### config.mk
export PLATFORM = sky130hd
export DESIGN_NAME = lcm_of_three
export DESIGN_NICKNAME = d
export VERILOG_FILES = /design/src/rtl/lcm3_pkg.sv /design/src/rtl/lcm3_div.sv /design/src/rtl/lcm3_gcd.sv /design/src/rtl/lcm_of_three.sv
export VERILOG_INCLUDE_DIRS = /design/src /design/src/rtl
export SDC_FILE = /design/constraint.sdc
export NUM_CORES = 1
export LEC_CHECK = 0
export BUFFER_PORTS_ARGS = -buffer_cell sky130_fd_sc_hd__buf_4
export CAP_MARGIN = 0
export CORE_AREA = 3 3 170 213
export CTS_CLUSTER_DIAMETER = 150
export DETAILED_ROUTE_END_ITERATION = 10
export DIE_AREA = 0 0 173 216
export GPL_ROUTABILITY_DRIVEN = 0
export PLACE_DENSITY = 0.72
export SLEW_MARGIN = 20
export SYNTH_ARGS = -nofsm -noshare
export SYNTH_HDL_FRONTEND = slang
export SYNTH_HIERARCHICAL = 1
export SYNTH_SLANG_ARGS = --single-unit
### constraint.sdc
create_clock -name aclk -period 7 [get_ports aclk]
set_input_delay 0 -clock aclk [delete_from_list [all_inputs] [get_ports aclk]]
set_output_delay 0 -clock aclk [all_outputs]
set_load 0.02 [all_outputs]
### src/rtl/lcm_of_three_assert.svh
// Assertion macros for the lcm_of_three block.
// Included by the top level; depends on nothing else.
`ifndef LCM_OF_THREE_ASSERT_SVH
`define LCM_OF_THREE_ASSERT_SVH

// The expression must hold at every clock edge outside reset.
`define LCM_ASSERT_ALWAYS(label, clk, rst_n, expr) \
    label: assert property (@(posedge clk) disable iff (!(rst_n)) (expr)) \
        else $error("lcm_of_three: invariant violated");

// When the antecedent holds, the consequent must hold at the same edge.
`define LCM_ASSERT_IMPLY(label, clk, rst_n, ante, cons) \
    label: assert property (@(posedge clk) disable iff (!(rst_n)) (ante) |-> (cons)) \
        else $error("lcm_of_three: implication violated");

`endif

### src/rtl/lcm3_pkg.sv
// Shared constants for the lcm_of_three block.
// Used by the top level and its serial arithmetic units; depends on nothing.
package lcm3_pkg;

    localparam int OPERAND_WIDTH = 16;

endpackage

### src/rtl/lcm3_div.sv
// Restoring divider that retires one quotient bit per cycle.
// Divides a 2*W-bit dividend by a W-bit divisor; depends on lcm3_pkg.
module lcm3_div #(
    parameter int W = lcm3_pkg::OPERAND_WIDTH
) (
    input  logic           aclk,
    input  logic           aresetn,
    input  logic           start,
    input  logic [2*W-1:0] dividend,
    input  logic [W-1:0]   divisor,
    output logic           done,
    output logic [2*W-1:0] quotient,
    output logic [W-1:0]   remainder
);

    localparam int CW = $clog2(2 * W);
    localparam logic [CW-1:0] LAST = CW'(2 * W - 1);

    logic           busy_reg, busy_next;
    logic           done_reg, done_next;
    logic [CW-1:0]  cnt_reg, cnt_next;
    logic [2*W-1:0] quo_reg, quo_next;
    logic [W-1:0]   rem_reg, rem_next;

    logic [W:0] trial;
    logic [W:0] diff;
    logic       ge;

    assign trial = {rem_reg, quo_reg[2*W-1]};
    assign diff  = trial - {1'b0, divisor};
    assign ge    = (trial >= {1'b0, divisor});

    always_comb begin
        busy_next = busy_reg;
        done_next = 1'b0;
        cnt_next  = cnt_reg;
        quo_next  = quo_reg;
        rem_next  = rem_reg;
        if (busy_reg) begin
            rem_next = ge ? diff[W-1:0] : trial[W-1:0];
            quo_next = {quo_reg[2*W-2:0], ge};
            cnt_next = cnt_reg - CW'(1);
            if (cnt_reg == '0) begin
                busy_next = 1'b0;
                done_next = 1'b1;
            end
        end else if (start) begin
            busy_next = 1'b1;
            cnt_next  = LAST;
            quo_next  = dividend;
            rem_next  = '0;
        end
    end

    always_ff @(posedge aclk) begin
        if (!aresetn) begin
            busy_reg <= 1'b0;
            done_reg <= 1'b0;
            cnt_reg  <= '0;
        end else begin
            busy_reg <= busy_next;
            done_reg <= done_next;
            cnt_reg  <= cnt_next;
        end
        quo_reg <= quo_next;
        rem_reg <= rem_next;
    end

    assign done      = done_reg;
    assign quotient  = quo_reg;
    assign remainder = rem_reg;

endmodule

### src/rtl/lcm3_gcd.sv
// Binary GCD unit that performs one shift or subtract per cycle.
// The second operand must be nonzero; depends on lcm3_pkg.
module lcm3_gcd #(
    parameter int W = lcm3_pkg::OPERAND_WIDTH
) (
    input  logic         aclk,
    input  logic         aresetn,
    input  logic         start,
    input  logic [W-1:0] x_in,
    input  logic [W-1:0] y_in,
    output logic         done,
    output logic [W-1:0] gcd_out
);

    localparam int KW = $clog2(W);

    logic          busy_reg, busy_next;
    logic          done_reg, done_next;
    logic [KW-1:0] k_reg, k_next;
    logic [W-1:0]  x_reg, x_next;
    logic [W-1:0]  y_reg, y_next;

    always_comb begin
        busy_next = busy_reg;
        done_next = 1'b0;
        k_next    = k_reg;
        x_next    = x_reg;
        y_next    = y_reg;
        if (busy_reg) begin
            if (x_reg == '0) begin
                if (k_reg == '0) begin
                    busy_next = 1'b0;
                    done_next = 1'b1;
                end else begin
                    y_next = {y_reg[W-2:0], 1'b0};
                    k_next = k_reg - KW'(1);
                end
            end else if (!x_reg[0] && !y_reg[0]) begin
                x_next = x_reg >> 1;
                y_next = y_reg >> 1;
                k_next = k_reg + KW'(1);
            end else if (!x_reg[0]) begin
                x_next = x_reg >> 1;
            end else if (!y_reg[0]) begin
                y_next = y_reg >> 1;
            end else if (x_reg >= y_reg) begin
                x_next = x_reg - y_reg;
            end else begin
                x_next = y_reg - x_reg;
                y_next = x_reg;
            end
        end else if (start) begin
            busy_next = 1'b1;
            k_next    = '0;
            x_next    = x_in;
            y_next    = y_in;
        end
    end

    always_ff @(posedge aclk) begin
        if (!aresetn) begin
            busy_reg <= 1'b0;
            done_reg <= 1'b0;
            k_reg    <= '0;
        end else begin
            busy_reg <= busy_next;
            done_reg <= done_next;
            k_reg    <= k_next;
        end
        x_reg <= x_next;
        y_reg <= y_next;
    end

    assign done    = done_reg;
    assign gcd_out = y_reg;

endmodule

### src/rtl/lcm_of_three.sv
// Least common multiple of three unsigned operands, one item at a time.
// The steps are a GCD, a divide, a multiply, a divide, a second GCD, a divide and a second multiply,
// with data-dependent GCD loops: three divider passes and two serial shift-add multiplies in all.
// A zero operand skips the arithmetic and gives a zero result; the next transaction can be accepted
// as soon as the result is registered. Synchronous active-low reset clears the sequencer
// and the output valid flag.
module lcm_of_three #(
    parameter int OPERAND_WIDTH = lcm3_pkg::OPERAND_WIDTH
) (
    input  logic                       aclk,
    input  logic                       aresetn,
    input  logic                       s_valid,
    output logic                       s_ready,
    input  logic [OPERAND_WIDTH-1:0]   s_first_operand,
    input  logic [OPERAND_WIDTH-1:0]   s_second_operand,
    input  logic [OPERAND_WIDTH-1:0]   s_third_operand,
    output logic                       m_valid,
    input  logic                       m_ready,
    output logic [3*OPERAND_WIDTH-1:0] m_multiple
);

    `include "lcm_of_three_assert.svh"

    localparam int W  = OPERAND_WIDTH;
    localparam int MW = $clog2(W + 1);

    typedef enum logic [3:0] {
        ST_IDLE,
        ST_GCD1,
        ST_DIV1,
        ST_MUL1,
        ST_DIV2,
        ST_GCD2,
        ST_DIV3,
        ST_MUL2,
        ST_FIN
    } state_t;

    state_t         state_reg, state_next;
    logic           gcd_start_reg, gcd_start_next;
    logic           div_start_reg, div_start_next;
    logic           m_valid_reg, m_valid_next;
    logic [3*W-1:0] m_multiple_reg, m_multiple_next;
    logic [W-1:0]   a_reg, a_next;
    logic [W-1:0]   b_reg, b_next;
    logic [W-1:0]   c_reg, c_next;
    logic [2*W-1:0] l_reg, l_next;
    logic [2*W-1:0] mcand_reg, mcand_next;
    logic [W-1:0]   mult_reg, mult_next;
    logic [3*W-1:0] acc_reg, acc_next;
    logic [MW-1:0]  mcnt_reg, mcnt_next;

    logic [W-1:0]   gcd_x, gcd_y, gcd_out;
    logic           gcd_done;
    logic [2*W-1:0] div_dividend, div_quo;
    logic [W-1:0]   div_divisor, div_rem;
    logic           div_done;
    logic [3*W-1:0] acc_step;

    always_comb begin
        gcd_x = a_reg;
        gcd_y = b_reg;
        if (state_reg == ST_GCD2) begin
            gcd_x = div_rem;
            gcd_y = c_reg;
        end
    end

    always_comb begin
        case (state_reg)
            ST_DIV2: begin
                div_dividend = l_reg;
                div_divisor  = c_reg;
            end
            ST_DIV3: begin
                div_dividend = {{W{1'b0}}, c_reg};
                div_divisor  = gcd_out;
            end
            default: begin
                div_dividend = {{W{1'b0}}, a_reg};
                div_divisor  = gcd_out;
            end
        endcase
    end

    lcm3_gcd #(.W(W)) u_gcd (
        .aclk    (aclk),
        .aresetn (aresetn),
        .start   (gcd_start_reg),
        .x_in    (gcd_x),
        .y_in    (gcd_y),
        .done    (gcd_done),
        .gcd_out (gcd_out)
    );

    lcm3_div #(.W(W)) u_div (
        .aclk      (aclk),
        .aresetn   (aresetn),
        .start     (div_start_reg),
        .dividend  (div_dividend),
        .divisor   (div_divisor),
        .done      (div_done),
        .quotient  (div_quo),
        .remainder (div_rem)
    );

    assign acc_step = {acc_reg[3*W-2:0], 1'b0}
                    + (mult_reg[W-1] ? {{W{1'b0}}, mcand_reg} : {(3*W){1'b0}});

    always_comb begin
        state_next      = state_reg;
        gcd_start_next  = 1'b0;
        div_start_next  = 1'b0;
        m_valid_next    = m_valid_reg;
        m_multiple_next = m_multiple_reg;
        a_next          = a_reg;
        b_next          = b_reg;
        c_next          = c_reg;
        l_next          = l_reg;
        mcand_next      = mcand_reg;
        mult_next       = mult_reg;
        acc_next        = acc_reg;
        mcnt_next       = mcnt_reg;

        if (m_valid_reg && m_ready) begin
            m_valid_next = 1'b0;
        end

        case (state_reg)
            ST_IDLE: begin
                if (s_valid) begin
                    a_next = s_first_operand;
                    b_next = s_second_operand;
                    c_next = s_third_operand;
                    if (s_first_operand == '0 || s_second_operand == '0 ||
                        s_third_operand == '0) begin
                        acc_next   = '0;
                        state_next = ST_FIN;
                    end else begin
                        gcd_start_next = 1'b1;
                        state_next     = ST_GCD1;
                    end
                end
            end
            ST_GCD1: begin
                if (gcd_done) begin
                    div_start_next = 1'b1;
                    state_next     = ST_DIV1;
                end
            end
            ST_DIV1: begin
                if (div_done) begin
                    mult_next  = div_quo[W-1:0];
                    mcand_next = {{W{1'b0}}, b_reg};
                    acc_next   = '0;
                    mcnt_next  = MW'(W);
                    state_next = ST_MUL1;
                end
            end
            ST_MUL1: begin
                acc_next  = acc_step;
                mult_next = {mult_reg[W-2:0], 1'b0};
                mcnt_next = mcnt_reg - MW'(1);
                if (mcnt_reg == MW'(1)) begin
                    l_next         = acc_step[2*W-1:0];
                    div_start_next = 1'b1;
                    state_next     = ST_DIV2;
                end
            end
            ST_DIV2: begin
                if (div_done) begin
                    gcd_start_next = 1'b1;
                    state_next     = ST_GCD2;
                end
            end
            ST_GCD2: begin
                if (gcd_done) begin
                    div_start_next = 1'b1;
                    state_next     = ST_DIV3;
                end
            end
            ST_DIV3: begin
                if (div_done) begin
                    mult_next  = div_quo[W-1:0];
                    mcand_next = l_reg;
                    acc_next   = '0;
                    mcnt_next  = MW'(W);
                    state_next = ST_MUL2;
                end
            end
            ST_MUL2: begin
                acc_next  = acc_step;
                mult_next = {mult_reg[W-2:0], 1'b0};
                mcnt_next = mcnt_reg - MW'(1);
                if (mcnt_reg == MW'(1)) begin
                    state_next = ST_FIN;
                end
            end
            ST_FIN: begin
                if (!m_valid_reg || m_ready) begin
                    m_multiple_next = acc_reg;
                    m_valid_next    = 1'b1;
                    state_next      = ST_IDLE;
                end
            end
            default: begin
                state_next = ST_IDLE;
            end
        endcase
    end

    always_ff @(posedge aclk) begin
        if (!aresetn) begin
            state_reg     <= ST_IDLE;
            gcd_start_reg <= 1'b0;
            div_start_reg <= 1'b0;
            m_valid_reg   <= 1'b0;
            mcnt_reg      <= '0;
        end else begin
            state_reg     <= state_next;
            gcd_start_reg <= gcd_start_next;
            div_start_reg <= div_start_next;
            m_valid_reg   <= m_valid_next;
            mcnt_reg      <= mcnt_next;
        end
        m_multiple_reg <= m_multiple_next;
        a_reg          <= a_next;
        b_reg          <= b_next;
        c_reg          <= c_next;
        l_reg          <= l_next;
        mcand_reg      <= mcand_next;
        mult_reg       <= mult_next;
        acc_reg        <= acc_next;
    end

    assign s_ready    = (state_reg == ST_IDLE);
    assign m_valid    = m_valid_reg;
    assign m_multiple = m_multiple_reg;

    `LCM_ASSERT_IMPLY(a_div_done_in_div, aclk, aresetn, div_done, (state_reg == ST_DIV1 || state_reg == ST_DIV2 || state_reg == ST_DIV3))
    `LCM_ASSERT_IMPLY(a_gcd_done_in_gcd, aclk, aresetn, gcd_done, (state_reg == ST_GCD1 || state_reg == ST_GCD2))
    `LCM_ASSERT_IMPLY(a_gcd_divides_third, aclk, aresetn, (state_reg == ST_DIV3 && div_done), (div_rem == '0))
    `LCM_ASSERT_ALWAYS(a_mul1_fits, aclk, aresetn, (state_reg != ST_MUL1 || acc_reg[3*W-1:2*W] == '0))

endmodule
# Word-level counts from Yosys, hierarchy flattened
# Index checks and enable logic that the tools add are counted.
# word_totals
inputBits	52
latch_bits	0
register_bits	329
wordCells	171
mem_bits_ro	0
ramBits	0
n_memories	0
# classes
eq_ne	26
magnitude_cmp	2
mux	73
shifts	0
bitwise_logic	0
reduce_logical	37
div_mod_pow	0
mul	0
addsub	8
# op_table
cell	n
$mux 16	22
$mux 32	5
$mux 48	3
$pmux 48 s3	1
$pmux 32 s2	2
$logic_not 16->1	4
$mux 4	15
$add 48x32->48	1
$sub 16x16->16	3
$pmux 4 s9	1
$pmux 16 s2	1
$ge 17x16->1	1
$mux 1	17
$eq 4x3->1 const B	4
$ge 16x16->1	1
$mux 5	3
$reduce_and 3->1	5
$ne 2x1->1 const B	7
$reduce_and 2->1	6
$ne 2x2->1 const B	5
$pmux 5 s2	1
$sub 5x1->5 const B	2
$reduce_and 9->1	1
$eq 4x2->1 const B	2
other kinds (18)	33

# Longest topological paths before layout
# Gate-level depths: netlist of the first run.
# logic_depth
ltp_word	7
ltp_mapped	16

# By module
# Netlist of the first run, hierarchy kept.
# modules_own_cells
mod	area_each_um2	n_inst	cells_per_inst
lcm_of_three	11587.4	1	924
lcm3_gcd	3863.7	1	460
lcm3_div	3367.0	1	303

# Least setup slack after synthesis of the first run
# OpenSTA, ideal clock, no wires.
# synth_path
kind	register to register
from	register state_reg[1]
to	register acc_reg[0] (enable)
arrival_time_ns	4.686
path_buffers	2
stages_incl_launch_ff	5
path_slack_ns	1.782
path_cell_list	dfxtp_1 clkbuf_1 clkbuf_1 o21ai_0 a221oi_1
# synth_via
elab_chain_len	4
word_cells_on_any_way	12
cone_classes	eq/ne: 7; reduce/logical: 5
# synth_rtl
item	line_no	source
from (decl)	lcm_of_three.sv:39	state_t state_reg, state_next;
from (signal assigned)	lcm_of_three.sv:220	state_reg <= state_next;
$eq 4x3->1 or $eq 4x2->1 (tied branches)	lcm_of_three.sv:129	case (state_reg)
$reduce_or 2->1 (no line)	-	
$ne 2x1->1 (no line) or $reduce_bool 3->1 (tied branches)	-	
$reduce_and 4->1 (no line) (*)	-	
to (signal assigned)	lcm_of_three.sv:233	acc_reg <= acc_next;
to (decl)	lcm_of_three.sv:50	logic [3*W-1:0] acc_reg, acc_next;
# Mark *: on every way between the ends. The rest lies on a longest branch, timed or not.
# A chain may end at the register's enable or synchronous reset.

# Worst setup path after layout of the first run
# layout_path
from	register state_reg[3]
to	register u_div.quo_reg[0] (netlist: u_div/quotient[0]), data pin
# layout_via
elab_chain_len	4
word_cells_on_any_way	7
cone_classes	order compare: 1; eq/ne: 2; mux: 4
# layout_rtl
item	line_no	source
$eq 4x3->1	lcm_of_three.sv:70	case (state_reg)
$mux 16	lcm_of_three.sv:70	
net div_divisor[14]	lcm_of_three.sv:56	logic [W-1:0] div_divisor, div_rem;
$ge 17x16->1	lcm3_div.sv:31	assign ge = (trial >= {1'b0, divisor});
$mux 32	lcm3_div.sv:39	if (busy_reg) begin
net u_div.quo_next[0]	lcm3_div.sv:22	logic [2*W-1:0] quo_reg, quo_next;
to (signal assigned)	lcm3_div.sv:65	quo_reg <= quo_next;
to (decl)	lcm3_div.sv:22	
# The timed path passes the listed nets, and every way through them passes these cells. The select of a mux whose other input is x is not followed.

==> metrics.md, run 1 <==
| Metric | Value |
|---|---|
| LEAKAGE | 8.399 nW |
| Hold_ws | 0.1896 ns |
| Register-to-Register Path Depth | 14 |
| CP Capture Type | register |
| ANT nets after route | 0 |
| Yosys cell types | 92 |
| Clock sinks | 329 |
| Largest net degree at the start of global routing | 52 |
| Crit path DAT | 4.87 ns |
| Die W | 173 um |
| Slowest stage delay, CP | 0.87 ns |
| RSZ-0062 raised after global routing | no |
| VDD IR-drop max | 0.2700 mV |
| Power Density | 310.3 nW/um^2 |
| Post-Syn Area | 18820 sq um |
| Initial core utilization | 54.67% |
| DRC Markers | 0 |
| CP Class | reg -> reg |
| Largest cells by area after synthesis | edfxtp_1 (49%), mux2_2 (6.6%), ha_1 (5.7%) |
| Diode count | 0 |
| Number of flops mapped to enable cells by yosys | 304 |
| Fillers | 2693 |
| Max-slew headroom | 26.80% |
| Most frequent cell after synthesis | edfxtp_1 |
| Syn-to-layout area delta | 14.81% |
| Port Buffers | 101 |
| CTS clk-pin slew, worst paths | 0.06 ns |
| Tot GR Track Use | 25.56% |
| Mapped Cells | 1687 |
| Period utilization | 66.53% |
| DP Cell Count | 2187 |
| Status | completed |
| CTS root buffer | clkbuf_16 |
| CP cell instances | inv_1 -> and3_1 -> buf_4 -> nor2b_2 -> buf_4 -> mux2_2 -> inv_1 -> ha_1 -> a21o_1 -> a211o_1 -> a31oi_2 -> nand2_1 -> o21ai_0 -> o21ai_0 |
| Peak Freq | 214.7 MHz |
| TritonCTS clock tree | yes |
| Fin cells | 2299 |
| Yosys warning count | 6 |
| Max clock buf depth | 3 |
| Postcts setup bufs | 0 |
| Synth Net Count | 1829 |
| Vias per cell | 6.040 |
| Die height | 216 um |
| Initial antenna violation count | 0 |
| Final WL | 48570 um |
| CTS buffer count | 34 |
| R2r setup slk | 2.34 ns |
| Synth Register Bits | 329 |
| Congestion Overflow GR | 0 |
| Drt initial violations | 1186 |
| DP HPWL | 35050 um |
| Nets | 1948 |
| Layout cells sized above 1 | 18.13% |
| Drt wl/cell | 21.13 um |
| HP Class | in -> reg |
| Max-cap violations | 0 |
| Clock Latency Late Sink | 0.52 ns |
| Die Area | 37370 sq um |
| 1st-pass router iterations | 5 |
| Dominant synthesized flop cell | edfxtp_1 |
| I/O pin count | 102 |
| Post-synthesis sequential area ratio | 51.17% |
| Commonest cells post-synth | edfxtp_1 (304), nand2_1 (162), mux2_2 (111), a21oi_1 (100), inv_1 (90) |
| Post-synth top area cell | edfxtp_1 |
| Post-Route Setup TNS | 0 ns |
| Final Max Slew Viols | 0 |
| Setup violations, final | 0 |
| Max Fanout on Critical Path | 50 |
| Crit path required time | 7.21 ns |
| Global-route wire length before repair | 76040 um |
| Slowest-stage cell, CP | dfxtp_1 |
| Fin Clk Skew | 0.01435 ns |
| Worst-Margin Slew | 1.088 ns |
| Site Rows | 76 |
| Area share of the largest cell type after synthesis | 48.51% |
| Routed vias | 13890 |
| H-tree depth | 2 |
| Post-synthesis area per instance | 11.15 sq um |
| Core area | 34420 sq um |
| Synth async-reset ratio | 0% |
| CP startpoint kind | register |
| Fin. Hold Viols | 0 |
| Vias in the first global route | 13770 |
| Min Tclk post-route | 4.657 ns |
| WHS Path Cells | 6 |
-- critical path: cells and delay by family (launching register included) --
kind                     cells  cell delay [ns]
buffers and inverters        4             0.77
AO/OA/AOI/OAI                5             1.31
flip-flops                   1             0.87
AND/OR/NAND/NOR              3             0.75
multiplexers                 1             0.26
adder cells (fa/ha/maj)      1             0.37
-- final cells by class --
type | count | area [sq um] | area share [%]
Sequential cell | 329 | 9632 | 44.58
Timing Repair Buffer | 164 | 1369 | 6.336
Tap cell | 468 | 585.6 | 2.710
Clock inverter | 14 | 162.7 | 0.7529
Multi-Input combinational cell | 1187 | 8512 | 39.40
Clock buffer | 47 | 1005 | 4.650
Inverter | 90 | 339.1 | 1.569
-- path summary, 6_finish.rpt --
check / from / endpoint
min reg2reg: acc_reg[47]$_SDFFCE_PP0P_ / m_multiple[47]$_DFFE_PP_
max: state_reg[3]$_SDFFE_PN0P_ / u_div/quotient[0]$_DFFE_PP_
max reg2reg: state_reg[3]$_SDFFE_PN0P_ / u_div/quotient[0]$_DFFE_PP_
min: s_valid / state_reg[0]$_SDFFE_PN0P_
-- per-stage QoR --
stage               setup WS [ns]  utilization (%)  instance area, sq um  total power [mW]
finish                      2.343            62.76                 21600             6.704
global route                2.049            62.76                 21600             6.992
CTS                         2.456            62.70                 21580             6.687
detailed placement          2.468            57.85                 19920             4.770
global placement            2.616            57.85                 19920             4.733
floorplan                   1.782                -                 18820             4.186
-- layout by cell type, fill, tap and decap left out, types with 24 or more instances in the layout --
cell / netlist / routed
edfxtp_1: 304 / 304
nand2_1: 162 / 162
buf_4: 1 / 113
mux2_2: 111 / 111
a21oi_1: 100 / 100
inv_1: 90 / 89
and2_1: 89 / 89
ha_1: 85 / 85
nor2_1: 85 / 83
o21ai_0: 80 / 79
dlygate4sd3_1: 0 / 50
mux2i_1: 41 / 41
clkbuf_16: 0 / 38
nand3_1: 31 / 31
and3_1: 29 / 28
xnor2_1: 28 / 28
nor3_1: 25 / 24
-- power breakdown --
group	internal, mW	switching, mW
clock network	1.12	0.759
logic	0.790	1.22
registers	2.49	0.319
total	4.41	2.30
-- layer usage --
layer  global-route usage (%)  wire length, um  vias up
met5                        0                0        -
met4                    12.03             2284        0
met3                    4.030             2889      139
met2                    45.30            24670      620
met1                    30.48            18730     6661
li1                         -                -     6466
-- what timing repair did --
action,4_1_cts,5_1_grt
hold endpoints to repair,73,0
hold buffers,50,0
resized for setup,0,0
-- kinds of logic (layout without fill, tap and decap cells) --
kind of cell | Yosys count | count (layout) | synth area share (%)
buf+inv | 171 | 315 | 3.850
xor+xnor | 52 | 52 | 2.460
fa+ha+maj | 90 | 90 | 6.184
mux | 153 | 153 | 8.903
compound gates | 371 | 371 | 13.44
simple gates | 521 | 521 | 14.00
flops | 329 | 329 | 51.17
Note: power is estimated with default switching activity, not from simulation.
==> run 2: changes to the inputs <==
- ABC_AREA: unset -> 1
- CORE_AREA: 3 3 170 213 -> 3 3 178 224
- DIE_AREA: 0 0 173 216 -> 0 0 181 227
- PLACE_DENSITY: 0.72 -> 0.75
- clock period: 7 -> 4.2 ns (I/O delays scaled with it)
==> metrics.md, run 2 <==
| Metric | Value |
|---|---|
| Fillers | 3216 (was 2693) |
| Final WL | 60150 um (was 48570 um) |
| Largest cells by area after synthesis | edfxtp_1 (44%), nand2_1 (15%), inv_1 (8.1%) (was edfxtp_1 (49%), mux2_2 (6.6%), ha_1 (5.7%)) |
| HP Class | in -> reg (unchanged) |
| Status | completed (unchanged) |
| Postcts setup bufs | 0 (unchanged) |
| Drt wl/cell | 18.21 um (was 21.13 um) |
| Post-synthesis adder-cell area fraction | 5.592% (was 6.184%) |
| Post-synth top area cell | edfxtp_1 (unchanged) |
| CTS buffer count | 35 (was 34) |
| Crit path capture | u_div/remainder[7]$_SDFFCE_PN0P_ (was u_div/quotient[0]$_DFFE_PP_) |
| DRC Markers | 0 (unchanged) |
| Site Rows | 80 (was 76) |
| Max Fanout on Critical Path | 49 (was 50) |
| Yosys warning count | 6 (unchanged) |
| Register-to-Register Path Depth | 17 (was 14) |
| CP dominant cell by count | nor2_1 |
| Power Density | 525.4 nW/um^2 (was 310.3 nW/um^2) |
| VDD IR-drop max | 0.3525 mV (was 0.2700 mV) |
| Worst R2R End | u_div/remainder[7]$_SDFFCE_PN0P_ (was u_div/quotient[0]$_DFFE_PP_) |
| I/O pin count | 102 (unchanged) |
| Setup crit start | state_reg[1]$_SDFFE_PN0P_ (was state_reg[3]$_SDFFE_PN0P_) |
| Clock Latency Late Sink | 0.53 ns (was 0.52 ns) |
| Yosys cell types | 56 (was 92) |
| Initial core utilization | 54.85% (was 54.67%) |
| Hold-fix buffers, CTS | 50 (unchanged) |
| Crit path DAT | 3.99 ns (was 4.87 ns) |
| Largest net degree at the start of global routing | 66 (was 52) |
| Number of flops mapped to enable cells by yosys | 304 (unchanged) |
| Fin. Hold Viols | 0 (unchanged) |
| Commonest non-fill, non-tap cell in the layout | nand2_1 (was edfxtp_1) |
| Fin Clk Skew | 0.01589 ns (was 0.01435 ns) |
| 1st-pass router iterations | 6 (was 5) |
| Slowest-stage cell, CP | dfxtp_1 (unchanged) |
| CP cell instances | or2_1 -> nor2_1 -> clkinv_1 -> buf_4 -> nand2_1 -> o21ai_1 -> inv_1 -> ha_1 -> a21oi_1 -> nor2_1 -> nor2_1 -> nand2_1 -> nor2_2 -> nand2_4 -> inv_2 -> nor2_1 -> nor2_1 (was inv_1 -> and3_1 -> buf_4 -> nor2b_2 -> buf_4 -> mux2_2 -> inv_1 -> ha_1 -> a21o_1 -> a211o_1 -> a31oi_2 -> nand2_1 -> o21ai_0 -> o21ai_0) |
| Syn-to-layout area delta | 13.37% (was 14.81%) |
| CP delay by family, top | simple AND/OR/NAND/NOR gates (was compound AO/OA/AOI/OAI gates) |
| Crit path required time | 4.59 ns (was 7.21 ns) |
| Mapped Cells | 2642 (was 1687) |
| Max-slew headroom | 32.88% (was 26.80%) |
| Post-Route Setup TNS | 0 ns (unchanged) |
| TritonCTS clock tree | yes (unchanged) |
| Buf+Inv Stages, Crit Path | 4 (unchanged) |
| CTS root buffer | clkbuf_16 (unchanged) |
| Period utilization | 85.70% (was 66.53%) |
| Initial antenna violation count | 0 (unchanged) |
| Vias in the first global route | 17640 (was 13770) |
| Peak Freq | 277.8 MHz (was 214.7 MHz) |
| Post-synthesis mux area share | 0.8659% (was 8.903%) |
| Tot GR Track Use | 28.70% (was 25.56%) |
| CP Depth | 17 (was 14) |
| CP Capture Type | register (unchanged) |
| Setup violations, final | 0 (unchanged) |
| CP Class | reg -> reg (unchanged) |
| RSZ-0062 raised after global routing | no (unchanged) |
| Synth Register Bits | 329 (unchanged) |
| Max-cap violations | 0 (unchanged) |
| Synth async-reset ratio | 0% (unchanged) |
| Port Buffers | 101 (unchanged) |
| Layout cells sized above 1 | 11.35% (was 18.13%) |
| R2r setup slk | 0.60 ns (was 2.34 ns) |
| Worst-Margin Slew | 1.006 ns (was 1.088 ns) |
| Post-synthesis area per instance | 7.876 sq um (was 11.15 sq um) |
| Vias per cell | 5.517 (was 6.040) |
| Global-route wire length before repair | 92520 um (was 76040 um) |
| CP startpoint kind | register (unchanged) |
| Complex-gate fraction of the synthesized area | 6.350% (was 13.44%) |
| Placement Cell Area | 22040 sq um (was 19920 sq um) |
| Routed vias | 18220 (was 13890) |
| Synth Net Count | 2784 (was 1829) |
| FF-to-FF Start | state_reg[1]$_SDFFE_PN0P_ (was state_reg[3]$_SDFFE_PN0P_) |
| Clock sinks | 329 (unchanged) |
| Most frequent cells in the layout | nand2_1 (853), inv_1 (446), edfxtp_1 (304) (was edfxtp_1 (304), nand2_1 (162), buf_4 (113)) |
| LEAKAGE | 11.29 nW (was 8.399 nW) |
| H-tree depth | 2 (unchanged) |
| DP HPWL | 45300 um (was 35050 um) |
| CTS clk-pin slew, worst paths | 0.06 ns (about the same) |
| Nets | 2930 (was 1948) |
| Core area | 37940 sq um (was 34420 sq um) |
| Post-cts repair resize count | 0 (unchanged) |
| Diode count | 0 (unchanged) |
| Commonest cells post-synth | nand2_1 (854), inv_1 (448), edfxtp_1 (304), nor2_1 (269), a21oi_1 (106) (was edfxtp_1 (304), nand2_1 (162), mux2_2 (111), a21oi_1 (100), inv_1 (90)) |
| ANT nets after route | 0 (unchanged) |
| Drt initial violations | 1991 (was 1186) |
| Die W | 181 um (was 173 um) |
| Post-Syn Area | 20810 sq um (was 18820 sq um) |
| Congestion Overflow GR | 0 (unchanged) |
| Min Tclk post-route | 3.599 ns (was 4.657 ns) |
| Most frequent cell after synthesis | nand2_1 (was edfxtp_1) |
| Die Area | 41090 sq um (was 37370 sq um) |
| Post-Synth Simple-Gate Area | 28.80% (was 14.00%) |
| Final Max Slew Viols | 0 (unchanged) |
| Main combinational cell family by area after synthesis | simple AND/OR/NAND/NOR gates (unchanged) |
| Design area | 23590 sq um (was 21600 sq um) |
| Synth Area in XOR/XNOR | 2.086% (was 2.460%) |
| Die height | 227 um (was 216 um) |
| Max clock buf depth | 3 (unchanged) |
| Slowest stage delay, CP | 0.48 ns (was 0.87 ns) |
| Area share of the largest cell type after synthesis | 43.87% (was 48.51%) |
| Post-synthesis sequential area ratio | 46.28% (was 51.17%) |
| Dominant synthesized flop cell | edfxtp_1 (unchanged) |
==> run 2: cells by family after synthesis <==
| family | count (synthesis) |
|---|---|
| buf+inv | 528 |
| simple gates | 1399 |
| fa+ha+maj | 90 |
| compound gates | 233 |
| flops | 329 |
| mux | 16 |
| xor+xnor | 47 |
==> run 2: area by class of cell <==
type | count | area (sq um) | area share [%]
well taps | 492 | 615.6 | 2.610
clock buffers | 44 | 930.9 | 3.946
flip-flops and latches | 329 | 9629 | 40.82
clock inverters | 16 | 107.6 | 0.4561
multi-input cells | 1785 | 9145 | 38.77
inverters | 466 | 1753 | 7.431
repair buffers | 171 | 1409 | 5.972
==> run 2: metrics by stage <==
step / setup slack [ns] / power [mW] / hold WS [ns] / cells / util (%)
final: 0.6006 / 12.39 / 0.1432 / 3303 / 62.18
after global placement: 0.9055 / 9.205 / 0.1879 / 3193 / 58.11
after floorplan: 0.4800 / 8.045 / 0.09887 / 2642 / -
after global routing: 0.3095 / 13.12 / 0.1684 / 3303 / 62.18
after CTS: 0.7349 / 12.30 / 0.1182 / 3303 / 62.17
after detailed placement: 0.7957 / 9.348 / 0.1892 / 3193 / 58.11
==> run 2: worst min-delay path by stage <==
stage	start	depth (start not counted)	slack (ns)	endpoint
6_report	s_valid	6	0.14	state_reg[2]$_SDFFE_PN0P_
3_5_place_dp	s_third_operand[11]	1	0.19	c_reg[11]$_DFFE_PP_
5_1_grt	s_valid	6	0.17	state_reg[2]$_SDFFE_PN0P_
3_3_place_gp	s_first_operand[9]	1	0.19	a_reg[9]$_DFFE_PP_
2_1_floorplan	s_first_operand[0]	0	0.1	a_reg[0]$_DFFE_PP_
4_1_cts	s_valid	6	0.12	state_reg[2]$_SDFFE_PN0P_
==> run 2: where the power goes <==
part	switching, mW	internal [mW]
clock	1.27	1.63
sequential	0.360	4.16
combinational	3.38	1.59
total	5.01	7.38
==> run 2: worst reg2reg max path, stage by stage (launching register included) <==
cell	delay [ns]
dfxtp_1	0.48
or2_1	0.29
nor2_1	0.10
clkinv_1	0.05
buf_4	0.38
nand2_1	0.11
o21ai_1	0.09
inv_1	0.06
ha_1	0.36
a21oi_1	0.23
nor2_1	0.06
nor2_1	0.10
nand2_1	0.07
nor2_2	0.45
nand2_4	0.20
inv_2	0.24
nor2_1	0.08
nor2_1	0.11
==> run 2: routing by layer <==
metal,track usage (%),vias up,part of all wire (%)
met5,0,-,0
met4,20.50,0,8.5
met3,3.292,235,7.1
met2,51.16,893,49
met1,32.10,8428,35
li1,-,8666,-
